<file path="config.mk">
export PLATFORM = sky130hd
export DESIGN_NAME = paged_frame_allocator_unit
export DESIGN_NICKNAME = d
export VERILOG_FILES = /design/src/rtl/pfa_pkg.sv /design/src/rtl/pfa_div.sv /design/src/rtl/pfa_ftab.sv /design/src/rtl/paged_frame_allocator_unit.sv
export SDC_FILE = /design/constraint.sdc
export NUM_CORES = 1
export LEC_CHECK = 0
export BUFFER_PORTS_ARGS = -buffer_cell sky130_fd_sc_hd__buf_2
export CAP_MARGIN = 20
export CORE_UTILIZATION = 55
export CTS_CLUSTER_SIZE = 30
export DETAILED_ROUTE_END_ITERATION = 10
export PLACE_DENSITY = 0.71
export SETUP_SLACK_MARGIN = 0.02
export SLEW_MARGIN = 25
export SYNTH_ARGS = -nofsm -noshare
export SYNTH_HDL_FRONTEND = slang
export SYNTH_HIERARCHICAL = 1
export SYNTH_SLANG_ARGS = --single-unit
export TNS_END_PERCENT = 1
</file>
<file path="constraint.sdc">
create_clock -name i_clk -period 4.9 [get_ports i_clk]
set_input_delay 0.735 -clock i_clk [delete_from_list [all_inputs] [get_ports i_clk]]
set_output_delay 0.735 -clock i_clk [all_outputs]
set_load 0.01 [all_outputs]
</file>
<file path="src/rtl/pfa_pkg.sv">
// pfa_pkg: shared types and constants for the paged frame allocator
// holds field widths, register indexes, input modes, result status codes and fsm states
// no dependencies
package pfa_pkg;

    // default frame table depth
    localparam int MAX_FRAMES_DEF = 64;

    // field widths
    localparam int SIZE_W = 16;
    localparam int TAG_W  = 16;
    localparam int DIV_W  = SIZE_W + 1;
    localparam int CFG_AW = 2;

    // configuration register indexes
    localparam logic [CFG_AW-1:0] REG_MEMORY_SIZE = 2'd0;
    localparam logic [CFG_AW-1:0] REG_SYSTEM_SIZE = 2'd1;
    localparam logic [CFG_AW-1:0] REG_PAGE_SIZE   = 2'd2;

    // input modes
    localparam logic MODE_FORMAT   = 1'b0;
    localparam logic MODE_ALLOCATE = 1'b1;

    // result status codes
    typedef enum logic [1:0] {
        STAT_MAPPED  = 2'd0,
        STAT_DONE    = 2'd1,
        STAT_NO_FREE = 2'd2,
        STAT_CFG_ERR = 2'd3
    } t_status;

    // sequencer states
    typedef enum logic [2:0] {
        S_IDLE,
        S_DIV_MEM,
        S_DIV_SYS,
        S_DIV_PROC,
        S_CLEAR,
        S_SCAN
    } t_state;

endpackage

</file>
<file path="src/rtl/pfa_div.sv">
// pfa_div: iterative restoring divider, one quotient bit per cycle
// unsigned numerator of NUM_W bits over a nonzero divisor of DEN_W bits
// depends on pfa_pkg for default widths
module pfa_div #(
    parameter int NUM_W = pfa_pkg::DIV_W,
    parameter int DEN_W = pfa_pkg::SIZE_W
) (
    input  logic             i_clk,
    input  logic             i_rst_n,
    input  logic             i_start,
    input  logic [NUM_W-1:0] i_num,
    input  logic [DEN_W-1:0] i_den,
    output logic             o_done,
    output logic [NUM_W-1:0] o_quo
);

    localparam int CNT_W = $clog2(NUM_W + 1);

    logic             r_busy, n_busy;
    logic             r_done, n_done;
    logic [CNT_W-1:0] r_cnt, n_cnt;
    logic [DEN_W-1:0] r_rem, n_rem;
    logic [NUM_W-1:0] r_quo, n_quo;
    logic [DEN_W-1:0] r_den, n_den;

    logic [DEN_W:0]   shifted;
    logic [DEN_W:0]   diff;
    logic             ge;

    // one shift and trial subtract per cycle
    always_comb begin
        shifted = {r_rem, r_quo[NUM_W-1]};
        diff    = shifted - {1'b0, r_den};
        ge      = (shifted >= {1'b0, r_den});
        n_busy  = r_busy;
        n_done  = 1'b0;
        n_cnt   = r_cnt;
        n_rem   = r_rem;
        n_quo   = r_quo;
        n_den   = r_den;
        if (i_start) begin
            n_busy = 1'b1;
            n_cnt  = CNT_W'(NUM_W);
            n_rem  = '0;
            n_quo  = i_num;
            n_den  = i_den;
        end else if (r_busy) begin
            n_rem = ge ? diff[DEN_W-1:0] : shifted[DEN_W-1:0];
            n_quo = {r_quo[NUM_W-2:0], ge};
            n_cnt = r_cnt - CNT_W'(1);
            if (r_cnt == CNT_W'(1)) begin
                n_busy = 1'b0;
                n_done = 1'b1;
            end
        end
    end

    // control state
    always_ff @(posedge i_clk) begin
        if (!i_rst_n) begin
            r_busy <= 1'b0;
            r_done <= 1'b0;
            r_cnt  <= '0;
        end else begin
            r_busy <= n_busy;
            r_done <= n_done;
            r_cnt  <= n_cnt;
        end
    end

    // datapath
    always_ff @(posedge i_clk) begin
        r_rem <= n_rem;
        r_quo <= n_quo;
        r_den <= n_den;
    end

    assign o_done = r_done;
    assign o_quo  = r_quo;

endmodule

</file>
<file path="src/rtl/pfa_ftab.sv">
// pfa_ftab: frame table, one used bit per frame
// synchronous single write port and single read port, read data registered
// depends on pfa_pkg for the default depth
module pfa_ftab #(
    parameter int MAX_FRAMES = pfa_pkg::MAX_FRAMES_DEF,
    parameter int FW         = $clog2(MAX_FRAMES)
) (
    input  logic          i_clk,
    input  logic          i_we,
    input  logic [FW-1:0] i_waddr,
    input  logic          i_wdata,
    input  logic [FW-1:0] i_raddr,
    output logic          o_rdata
);

    logic       mem [MAX_FRAMES];
    logic       r_rdata;

    // write port
    always_ff @(posedge i_clk) begin
        if (i_we) begin
            mem[i_waddr] <= i_wdata;
        end
    end

    // registered read port
    always_ff @(posedge i_clk) begin
        r_rdata <= mem[i_raddr];
    end

    assign o_rdata = r_rdata;

endmodule

</file>
<file path="src/rtl/paged_frame_allocator_unit.sv">
// paged_frame_allocator_unit: top level of the paged frame allocator
// instantiates pfa_div and pfa_ftab, uses pfa_pkg
//
// Usage
//   config: write memory, system and page sizes (index 0, 1, 2) on i_cfg_*
//   while the block is idle; o_cfg_ready is always high.
//   items: drive i_mode, i_process_id, i_process_size_kb with i_start; the
//   item is taken when i_start is high and o_busy is low.
//   results: each result is shown for one cycle with o_valid; o_last marks
//   the final result of an item. The receiver cannot stall.
// Timing
//   a rejected item (a zero configuration size) answers in the cycle after it is taken.
//   format: two divisions in the shared divider, then, unless the system
//   frames exceed the memory frames, a sweep that writes every frame table
//   entry (MAX_FRAMES of them), one per cycle.
//   allocate: one division, then, unless the item needs no pages or more
//   than are free, a scan of the frame table from the first non-system frame,
//   one entry per cycle with registered read data; one mapping result for
//   each free frame read. Items are processed one at a time; o_busy is high
//   until the last result has been issued.
// Reset
//   synchronous, active low: control state, counts and the result valid clear.
//   The frame table holds no reset value and is never read before a format writes it.
module paged_frame_allocator_unit #(
    parameter int MAX_FRAMES = pfa_pkg::MAX_FRAMES_DEF,
    parameter int FW         = $clog2(MAX_FRAMES),
    parameter int CW         = $clog2(MAX_FRAMES + 1)
) (
    input  logic                       i_clk,
    input  logic                       i_rst_n,
    // configuration write channel
    input  logic                       i_cfg_valid,
    output logic                       o_cfg_ready,
    input  logic [pfa_pkg::CFG_AW-1:0] i_cfg_addr,
    input  logic [pfa_pkg::SIZE_W-1:0] i_cfg_wdata,
    // item channel
    input  logic                       i_start,
    output logic                       o_busy,
    input  logic                       i_mode,
    input  logic [pfa_pkg::TAG_W-1:0]  i_process_id,
    input  logic [pfa_pkg::SIZE_W-1:0] i_process_size_kb,
    // result channel
    output logic                       o_valid,
    output logic [pfa_pkg::TAG_W-1:0]  o_process_tag,
    output logic [FW-1:0]              o_page_index,
    output logic [FW-1:0]              o_frame_number,
    output logic [1:0]                 o_status,
    output logic [CW-1:0]              o_free_frames,
    output logic                       o_last
);

    localparam int SW = pfa_pkg::SIZE_W;
    localparam int DW = pfa_pkg::DIV_W;
    localparam int TW = pfa_pkg::TAG_W;

    // configuration registers
    logic [SW-1:0] r_mem_kb, r_sys_kb, r_page_kb;

    // allocator state
    pfa_pkg::t_state r_state, n_state;
    logic [CW-1:0] r_total, n_total;
    logic [CW-1:0] r_sysf, n_sysf;
    logic [CW-1:0] r_free, n_free;

    // per-item working registers
    logic [CW-1:0] r_nf, n_nf;
    logic [CW-1:0] r_ns, n_ns;
    logic [CW-1:0] r_pages, n_pages;
    logic [CW-1:0] r_done, n_done;
    logic [CW-1:0] r_addr, n_addr;
    logic          r_rd_vld, n_rd_vld;
    logic [FW-1:0] r_rd_idx, n_rd_idx;
    logic [TW-1:0] r_tag, n_tag;

    // result registers
    logic             r_out_vld, n_out_vld;
    logic [TW-1:0]    r_out_tag, n_out_tag;
    logic [FW-1:0]    r_out_page, n_out_page;
    logic [FW-1:0]    r_out_frame, n_out_frame;
    pfa_pkg::t_status r_out_status, n_out_status;
    logic [CW-1:0]    r_out_free, n_out_free;
    logic             r_out_last, n_out_last;

    // divider and frame table hookup
    logic          div_start;
    logic [DW-1:0] div_num;
    logic          div_done;
    logic [DW-1:0] div_quo;
    logic          ft_we;
    logic [FW-1:0] ft_waddr;
    logic          ft_wdata;
    logic          ft_rdata;

    // decode
    logic          accept;
    logic          accept_err;
    logic [DW-1:0] sys_round;
    logic [DW-1:0] proc_round;
    logic [CW-1:0] nf_cap;
    logic          issue;
    logic          hit;
    logic          hit_last;
    logic          scan_dry;
    logic          clear_end;

    pfa_div #(
        .NUM_W (DW),
        .DEN_W (SW)
    ) u_div (
        .i_clk   (i_clk),
        .i_rst_n (i_rst_n),
        .i_start (div_start),
        .i_num   (div_num),
        .i_den   (r_page_kb),
        .o_done  (div_done),
        .o_quo   (div_quo)
    );

    pfa_ftab #(
        .MAX_FRAMES (MAX_FRAMES),
        .FW         (FW)
    ) u_ftab (
        .i_clk   (i_clk),
        .i_we    (ft_we),
        .i_waddr (ft_waddr),
        .i_wdata (ft_wdata),
        .i_raddr (r_addr[FW-1:0]),
        .o_rdata (ft_rdata)
    );

    // configuration writes
    assign o_cfg_ready = 1'b1;

    always_ff @(posedge i_clk) begin
        if (!i_rst_n) begin
            r_mem_kb  <= '0;
            r_sys_kb  <= '0;
            r_page_kb <= '0;
        end else if (i_cfg_valid) begin
            case (i_cfg_addr)
                pfa_pkg::REG_MEMORY_SIZE: r_mem_kb  <= i_cfg_wdata;
                pfa_pkg::REG_SYSTEM_SIZE: r_sys_kb  <= i_cfg_wdata;
                pfa_pkg::REG_PAGE_SIZE:   r_page_kb <= i_cfg_wdata;
                default: ;
            endcase
        end
    end

    // shared decode terms
    always_comb begin
        accept     = i_start && (r_state == pfa_pkg::S_IDLE);
        accept_err = (i_mode == pfa_pkg::MODE_FORMAT) ?
                     ((r_mem_kb == '0) || (r_sys_kb == '0) || (r_page_kb == '0)) :
                     (r_page_kb == '0);
        sys_round  = {1'b0, r_sys_kb} + {1'b0, r_page_kb} - DW'(1);
        proc_round = {1'b0, i_process_size_kb} + {1'b0, r_page_kb} - DW'(1);
        nf_cap     = (div_quo > DW'(MAX_FRAMES)) ? CW'(MAX_FRAMES) : div_quo[CW-1:0];
        issue      = (r_addr < r_total);
        hit        = r_rd_vld && !ft_rdata;
        hit_last   = hit && ((r_done + CW'(1)) == r_pages);
        scan_dry   = !issue && !r_rd_vld;
        clear_end  = (r_addr == CW'(MAX_FRAMES - 1));
    end

    // next state
    always_comb begin
        n_state = r_state;
        case (r_state)
            pfa_pkg::S_IDLE: begin
                if (accept && !accept_err) begin
                    n_state = (i_mode == pfa_pkg::MODE_FORMAT) ?
                              pfa_pkg::S_DIV_MEM : pfa_pkg::S_DIV_PROC;
                end
            end
            pfa_pkg::S_DIV_MEM: begin
                if (div_done) n_state = pfa_pkg::S_DIV_SYS;
            end
            pfa_pkg::S_DIV_SYS: begin
                if (div_done) begin
                    n_state = (div_quo > DW'(r_nf)) ? pfa_pkg::S_IDLE : pfa_pkg::S_CLEAR;
                end
            end
            pfa_pkg::S_DIV_PROC: begin
                if (div_done) begin
                    n_state = ((div_quo > DW'(r_free)) || (div_quo == '0)) ?
                              pfa_pkg::S_IDLE : pfa_pkg::S_SCAN;
                end
            end
            pfa_pkg::S_CLEAR: begin
                if (clear_end) n_state = pfa_pkg::S_IDLE;
            end
            pfa_pkg::S_SCAN: begin
                if (hit_last || scan_dry) n_state = pfa_pkg::S_IDLE;
            end
            default: n_state = pfa_pkg::S_IDLE;
        endcase
    end

    // datapath, memory accesses and results
    always_comb begin
        n_total      = r_total;
        n_sysf       = r_sysf;
        n_free       = r_free;
        n_nf         = r_nf;
        n_ns         = r_ns;
        n_pages      = r_pages;
        n_done       = r_done;
        n_addr       = r_addr;
        n_rd_vld     = 1'b0;
        n_rd_idx     = r_rd_idx;
        n_tag        = r_tag;
        n_out_vld    = 1'b0;
        n_out_tag    = r_out_tag;
        n_out_page   = '0;
        n_out_frame  = '0;
        n_out_status = r_out_status;
        n_out_free   = r_free;
        n_out_last   = 1'b1;
        div_start    = 1'b0;
        div_num      = {1'b0, r_mem_kb};
        ft_we        = 1'b0;
        ft_waddr     = r_rd_idx;
        ft_wdata     = 1'b1;
        case (r_state)
            pfa_pkg::S_IDLE: begin
                if (accept) begin
                    n_tag = i_process_id;
                    if (accept_err) begin
                        n_out_vld    = 1'b1;
                        n_out_tag    = i_process_id;
                        n_out_status = pfa_pkg::STAT_CFG_ERR;
                    end else begin
                        div_start = 1'b1;
                        div_num   = (i_mode == pfa_pkg::MODE_FORMAT) ?
                                    {1'b0, r_mem_kb} : proc_round;
                    end
                end
            end
            pfa_pkg::S_DIV_MEM: begin
                if (div_done) begin
                    n_nf      = nf_cap;
                    div_start = 1'b1;
                    div_num   = sys_round;
                end
            end
            pfa_pkg::S_DIV_SYS: begin
                if (div_done) begin
                    n_ns   = div_quo[CW-1:0];
                    n_addr = '0;
                    if (div_quo > DW'(r_nf)) begin
                        n_out_vld    = 1'b1;
                        n_out_tag    = r_tag;
                        n_out_status = pfa_pkg::STAT_CFG_ERR;
                    end
                end
            end
            pfa_pkg::S_DIV_PROC: begin
                if (div_done) begin
                    n_pages = div_quo[CW-1:0];
                    n_done  = '0;
                    n_addr  = r_sysf;
                    if (div_quo > DW'(r_free)) begin
                        n_out_vld    = 1'b1;
                        n_out_tag    = r_tag;
                        n_out_status = pfa_pkg::STAT_NO_FREE;
                    end else if (div_quo == '0) begin
                        n_out_vld    = 1'b1;
                        n_out_tag    = r_tag;
                        n_out_status = pfa_pkg::STAT_DONE;
                    end
                end
            end
            pfa_pkg::S_CLEAR: begin
                // system frames used, all others free
                ft_we    = 1'b1;
                ft_waddr = r_addr[FW-1:0];
                ft_wdata = (r_addr < r_ns);
                n_addr   = r_addr + CW'(1);
                if (clear_end) begin
                    n_total      = r_nf;
                    n_sysf       = r_ns;
                    n_free       = r_nf - r_ns;
                    n_out_vld    = 1'b1;
                    n_out_tag    = r_tag;
                    n_out_status = pfa_pkg::STAT_DONE;
                    n_out_free   = r_nf - r_ns;
                end
            end
            pfa_pkg::S_SCAN: begin
                // read one entry per cycle, decide on the entry read last cycle
                n_addr   = issue ? (r_addr + CW'(1)) : r_addr;
                n_rd_vld = issue && !hit_last;
                n_rd_idx = r_addr[FW-1:0];
                if (hit) begin
                    ft_we        = 1'b1;
                    n_free       = r_free - CW'(1);
                    n_done       = r_done + CW'(1);
                    n_out_vld    = 1'b1;
                    n_out_tag    = r_tag;
                    n_out_page   = r_done[FW-1:0];
                    n_out_frame  = r_rd_idx;
                    n_out_status = pfa_pkg::STAT_MAPPED;
                    n_out_free   = r_free - CW'(1);
                    n_out_last   = hit_last;
                end
            end
            default: ;
        endcase
    end

    // control state
    always_ff @(posedge i_clk) begin
        if (!i_rst_n) begin
            r_state   <= pfa_pkg::S_IDLE;
            r_total   <= '0;
            r_sysf    <= '0;
            r_free    <= '0;
            r_rd_vld  <= 1'b0;
            r_out_vld <= 1'b0;
        end else begin
            r_state   <= n_state;
            r_total   <= n_total;
            r_sysf    <= n_sysf;
            r_free    <= n_free;
            r_rd_vld  <= n_rd_vld;
            r_out_vld <= n_out_vld;
        end
    end

    // payload registers
    always_ff @(posedge i_clk) begin
        r_nf         <= n_nf;
        r_ns         <= n_ns;
        r_pages      <= n_pages;
        r_done       <= n_done;
        r_addr       <= n_addr;
        r_rd_idx     <= n_rd_idx;
        r_tag        <= n_tag;
        r_out_tag    <= n_out_tag;
        r_out_page   <= n_out_page;
        r_out_frame  <= n_out_frame;
        r_out_status <= n_out_status;
        r_out_free   <= n_out_free;
        r_out_last   <= n_out_last;
    end

    // outputs
    assign o_busy         = (r_state != pfa_pkg::S_IDLE);
    assign o_valid        = r_out_vld;
    assign o_process_tag  = r_out_tag;
    assign o_page_index   = r_out_page;
    assign o_frame_number = r_out_frame;
    assign o_status       = r_out_status;
    assign o_free_frames  = r_out_free;
    assign o_last         = r_out_last;

    // free count never exceeds the formatted frame count
    a_free_bound: assert property (@(posedge i_clk) disable iff (!i_rst_n)
        r_free <= r_total)
        else $error("free count above total frames");

    // leaving a busy item always issues its final result
    a_busy_end: assert property (@(posedge i_clk) disable iff (!i_rst_n)
        ($fell(o_busy) && $past(i_rst_n)) |-> (o_valid && o_last))
        else $error("item finished without a final result");

    // mapped frames lie above the system area and inside the table
    a_frame_range: assert property (@(posedge i_clk) disable iff (!i_rst_n)
        (o_valid && (o_status == pfa_pkg::STAT_MAPPED)) |->
        ((CW'(o_frame_number) >= r_sysf) && (CW'(o_frame_number) < r_total)))
        else $error("mapped frame outside the allocatable range");

endmodule
</file>
==> out/summary.txt <==
drt first-iter violations: 971
met1 GRT Util: 33.9%
DP Cell Count: 2008
DRT Wirelength: 37.1 mm
Post-CTS Hold Buffers: 0
Worst Hold Class: in -> reg
CP Capture Point: u_div/o_quo[15]
Reg-to-Reg Start: r_page_kb[1]
Startpoint Class: flop
CP Cell Sequence: inv_1 -> ha_1 -> inv_1 -> ha_1 -> fa_1 -> a21oi_2 -> nor3b_2 -> or3_4 -> a41oi_2 -> o21ai_2 -> o31ai_4 -> xnor2_1 -> a211o_1 -> mux2_2
Period Utilization, post-route: 73.4%
first-pass GRT wire length: 59.7 mm
Setup crit start: r_page_kb[1]
Worst-path clk slew: 0.06 ns
DR DRC count: 0
Max stage delay on crit path: 0.43 ns
Slew @ Worst Pin: 1.01 ns
r2r setup slk: 1.30 ns
Worst path top cell family by delay: compound AO/OA/AOI/OAI gates
number of hold violations in the final report: 0
H-tree depth: 1
GR peak layer: met2
total gr overflow: 0
peak supply drop: 0.275 mV
power density over the cells: 391 mW/mm^2
Arr. time, crit path: 3.90 ns
r2r endpoint: u_div/o_quo[15]
vias per cell: 5.76
highest clock rate: 0.278 GHz
EDFF count, synth: 172
P_sw: 2.07 mW
met2 usage: 44.4%
CTS Sinks: 290
Synth area leader: edfxtp_1
number of port buffers: 94
Power Internal: 4.82 mW
Clock power frac: 32.3%
number of global-route vias before repair: 11600
Layout Nets: 1837
RSZ-0062 raised after global routing: false
HP Start: i_process_id[1]
I/O Pins: 96
Routed Antenna Nets: 0
total CTS buffers: 31
Clock Latency Late Sink: 0.55 ns
status: finished, final reports clean
top post-synthesis cells by area: edfxtp_1, dfxtp_1, ha_1
setup TNS: 0 ns
maxcap violations: 0
RD Place Congestion: 0.902
Final Critical Period: 3.60 ns
slew margin rel.: 32.3%
r2r worst-path depth: 14
die width: 171 um
final slew viol count: 0
met3 GRT Util: 3.18%
layout cells sized above 1: 12.7%
postcts setup bufs: 0
CP Max Fanout: 4
critical setup path kind: reg -> reg
initial antenna violation count: 0
DP HPWL: 26.5 mm
CP max stage cell: fa_1
CTS tree: done
Max Buffers Root-to-Sink: 3
ys async rst share: 0%
predominant post-synthesis flop cell: edfxtp_1
Net Sw Frac: 30.0%
routed len/inst: 18.0 um
syn nets: 1753
largest net degree at the start of global routing: 66
Req. time, crit path: 5.20 ns
Area Growth Syn to Fin: 11.5%
Die ar.: 0.0294 sq mm
Avg Synthesized Cell Area: 10.0 sq um
Rows: 61
top cell type's share of synthesized area: 32.7%
area of the mapped netlist: 0.0158 sq mm
Netlist cell types: 84
vias: 11900
drt pass-1 iters: 5
CP bufs+invs: 2
register share of total power: 43.2%
gr usage total: 25.7%
post_cts resized: 0
starting density of the core: 56.4%
Synth warnings: 6
Syn Inst Count: 1579
DIE HEIGHT: 171 um
clock root buffer: clkbuf_16
core box area: 0.0280 sq mm
ANT cells: 0
Synth Register Bits: 290
Logic pwr share: 24.5%
fin cells: 2065
CP Depth: 14
Leak Pwr: 7.18 nW
final setup fails: 0
Seq/Total Area, Yosys: 47.7%
Worst Skew: 0.0125 ns
Setup crit end kind: flop
[worst min path at each step]
| stage | end | slack, ns | depth (start not counted) |
|---|---|---|---|
| after floorplan | r_sysf[1] | 0.44 | 2 |
| after CTS | r_tag[1] | 0.36 | 1 |
| final | r_tag[1] | 0.37 | 1 |
| after global routing | r_tag[1] | 0.37 | 1 |
| after detailed placement | r_total[2] | 0.45 | 2 |
| after global placement | r_total[1] | 0.44 | 2 |
[cell families (layout without fill, tap and decap cells)]
kind of cell	Yosys count	after routing	synth area share (%)
and+or+nand+nor	513	513	15.0
AOI/OAI and AO/OA	292	292	12.0
DFF	290	290	47.7
buffers and inverters	231	339	5.67
adders and majority gates	119	119	9.62
muxes	70	70	6.26
xor gates and xnor gates	63	63	3.76
other	1	1	0.0238
[cells in the final DEF, fill, tap and decap left out, types with 19 or more instances in the layout]
master	instances
ha_1	115
edfxtp_1	172
xnor2_1	37
a21oi_1	113
a21o_1	24
clkbuf_16	31
mux2_2	23
o21ai_0	33
xor2_1	23
nand3_1	28
nand2_1	199
dfxtp_1	118
nor4_1	19
nor2_1	138
and2_1	29
buf_2	94
inv_1	170
[cells in the mapped netlist, types with 8 or more instances]
cell type / number
nor3_1: 19
a21o_1: 24
a211oi_1: 18
mux2i_1: 14
clkbuf_1: 47
mux4_2: 10
dfxtp_1: 118
nor2_1: 138
mux2_1: 16
o21bai_1: 8
ha_1: 115
a22oi_1: 10
nor4_1: 19
mux2_2: 23
o21ai_1: 18
nand4_1: 13
o21ai_0: 33
and2_1: 29
nor2b_1: 11
nand3_1: 28
nand2_1: 200
edfxtp_1: 172
nand2b_1: 14
inv_1: 170
a21oi_1: 113
xor2_1: 23
xnor2_1: 37
[power by group through the flow]
stage	Clock (mW)	Combinational, mW	Sequential [mW]
floorplan	0	1.30	2.96
global placement	0	1.61	3.02
detailed placement	0	1.66	3.03
CTS	2.26	1.67	2.97
global route	2.34	1.87	3.00
finish	2.22	1.69	2.97
[flip-flops by register name, summed over array words and instances (netlist names), 16 cells and up]
name           count
u_ftab/mem        64
u_div/r_den       16
o_process_tag     16
r_sys_kb          16
u_div/r_rem       16
u_div/o_quo       17
r_tag             16
r_mem_kb          16
r_page_kb         16
[layout make-up]
class	instances	area (sq um)
clock buffer	47	876
tap	378	473
clock inverter	10	85.1
inverter	174	656
fill	2285	10400
multi-input combinational	1058	7400
sequential	290	7530
timing repair buffer	108	583
[per-stage QoR]
stage                     power, mW  hold slack, ns  area, sq um  util, %  worst slack (ns)
final                          6.88           0.371        17600     62.8              1.30
after global routing           7.21           0.370        17600     62.8              1.11
after CTS                      6.90           0.359        17600     62.8              1.32
after detailed placement       4.69           0.446        16600     59.4              1.02
after global placement         4.64           0.441        16600     59.3              1.08
after floorplan                4.27           0.436        15800        -              1.14
[metal layers]
metal | vias to the layer above | routed length (um) | share of wire (%)
met1 | 5689 | 16200 | 44
met2 | 412 | 17900 | 48
met3 | 73 | 2220 | 6.0
li1 | 5726 | - | -
met5 | - | 0 | 0
met4 | 0 | 864 | 2.3
No activity file was read; power rests on OpenSTA's default activity.
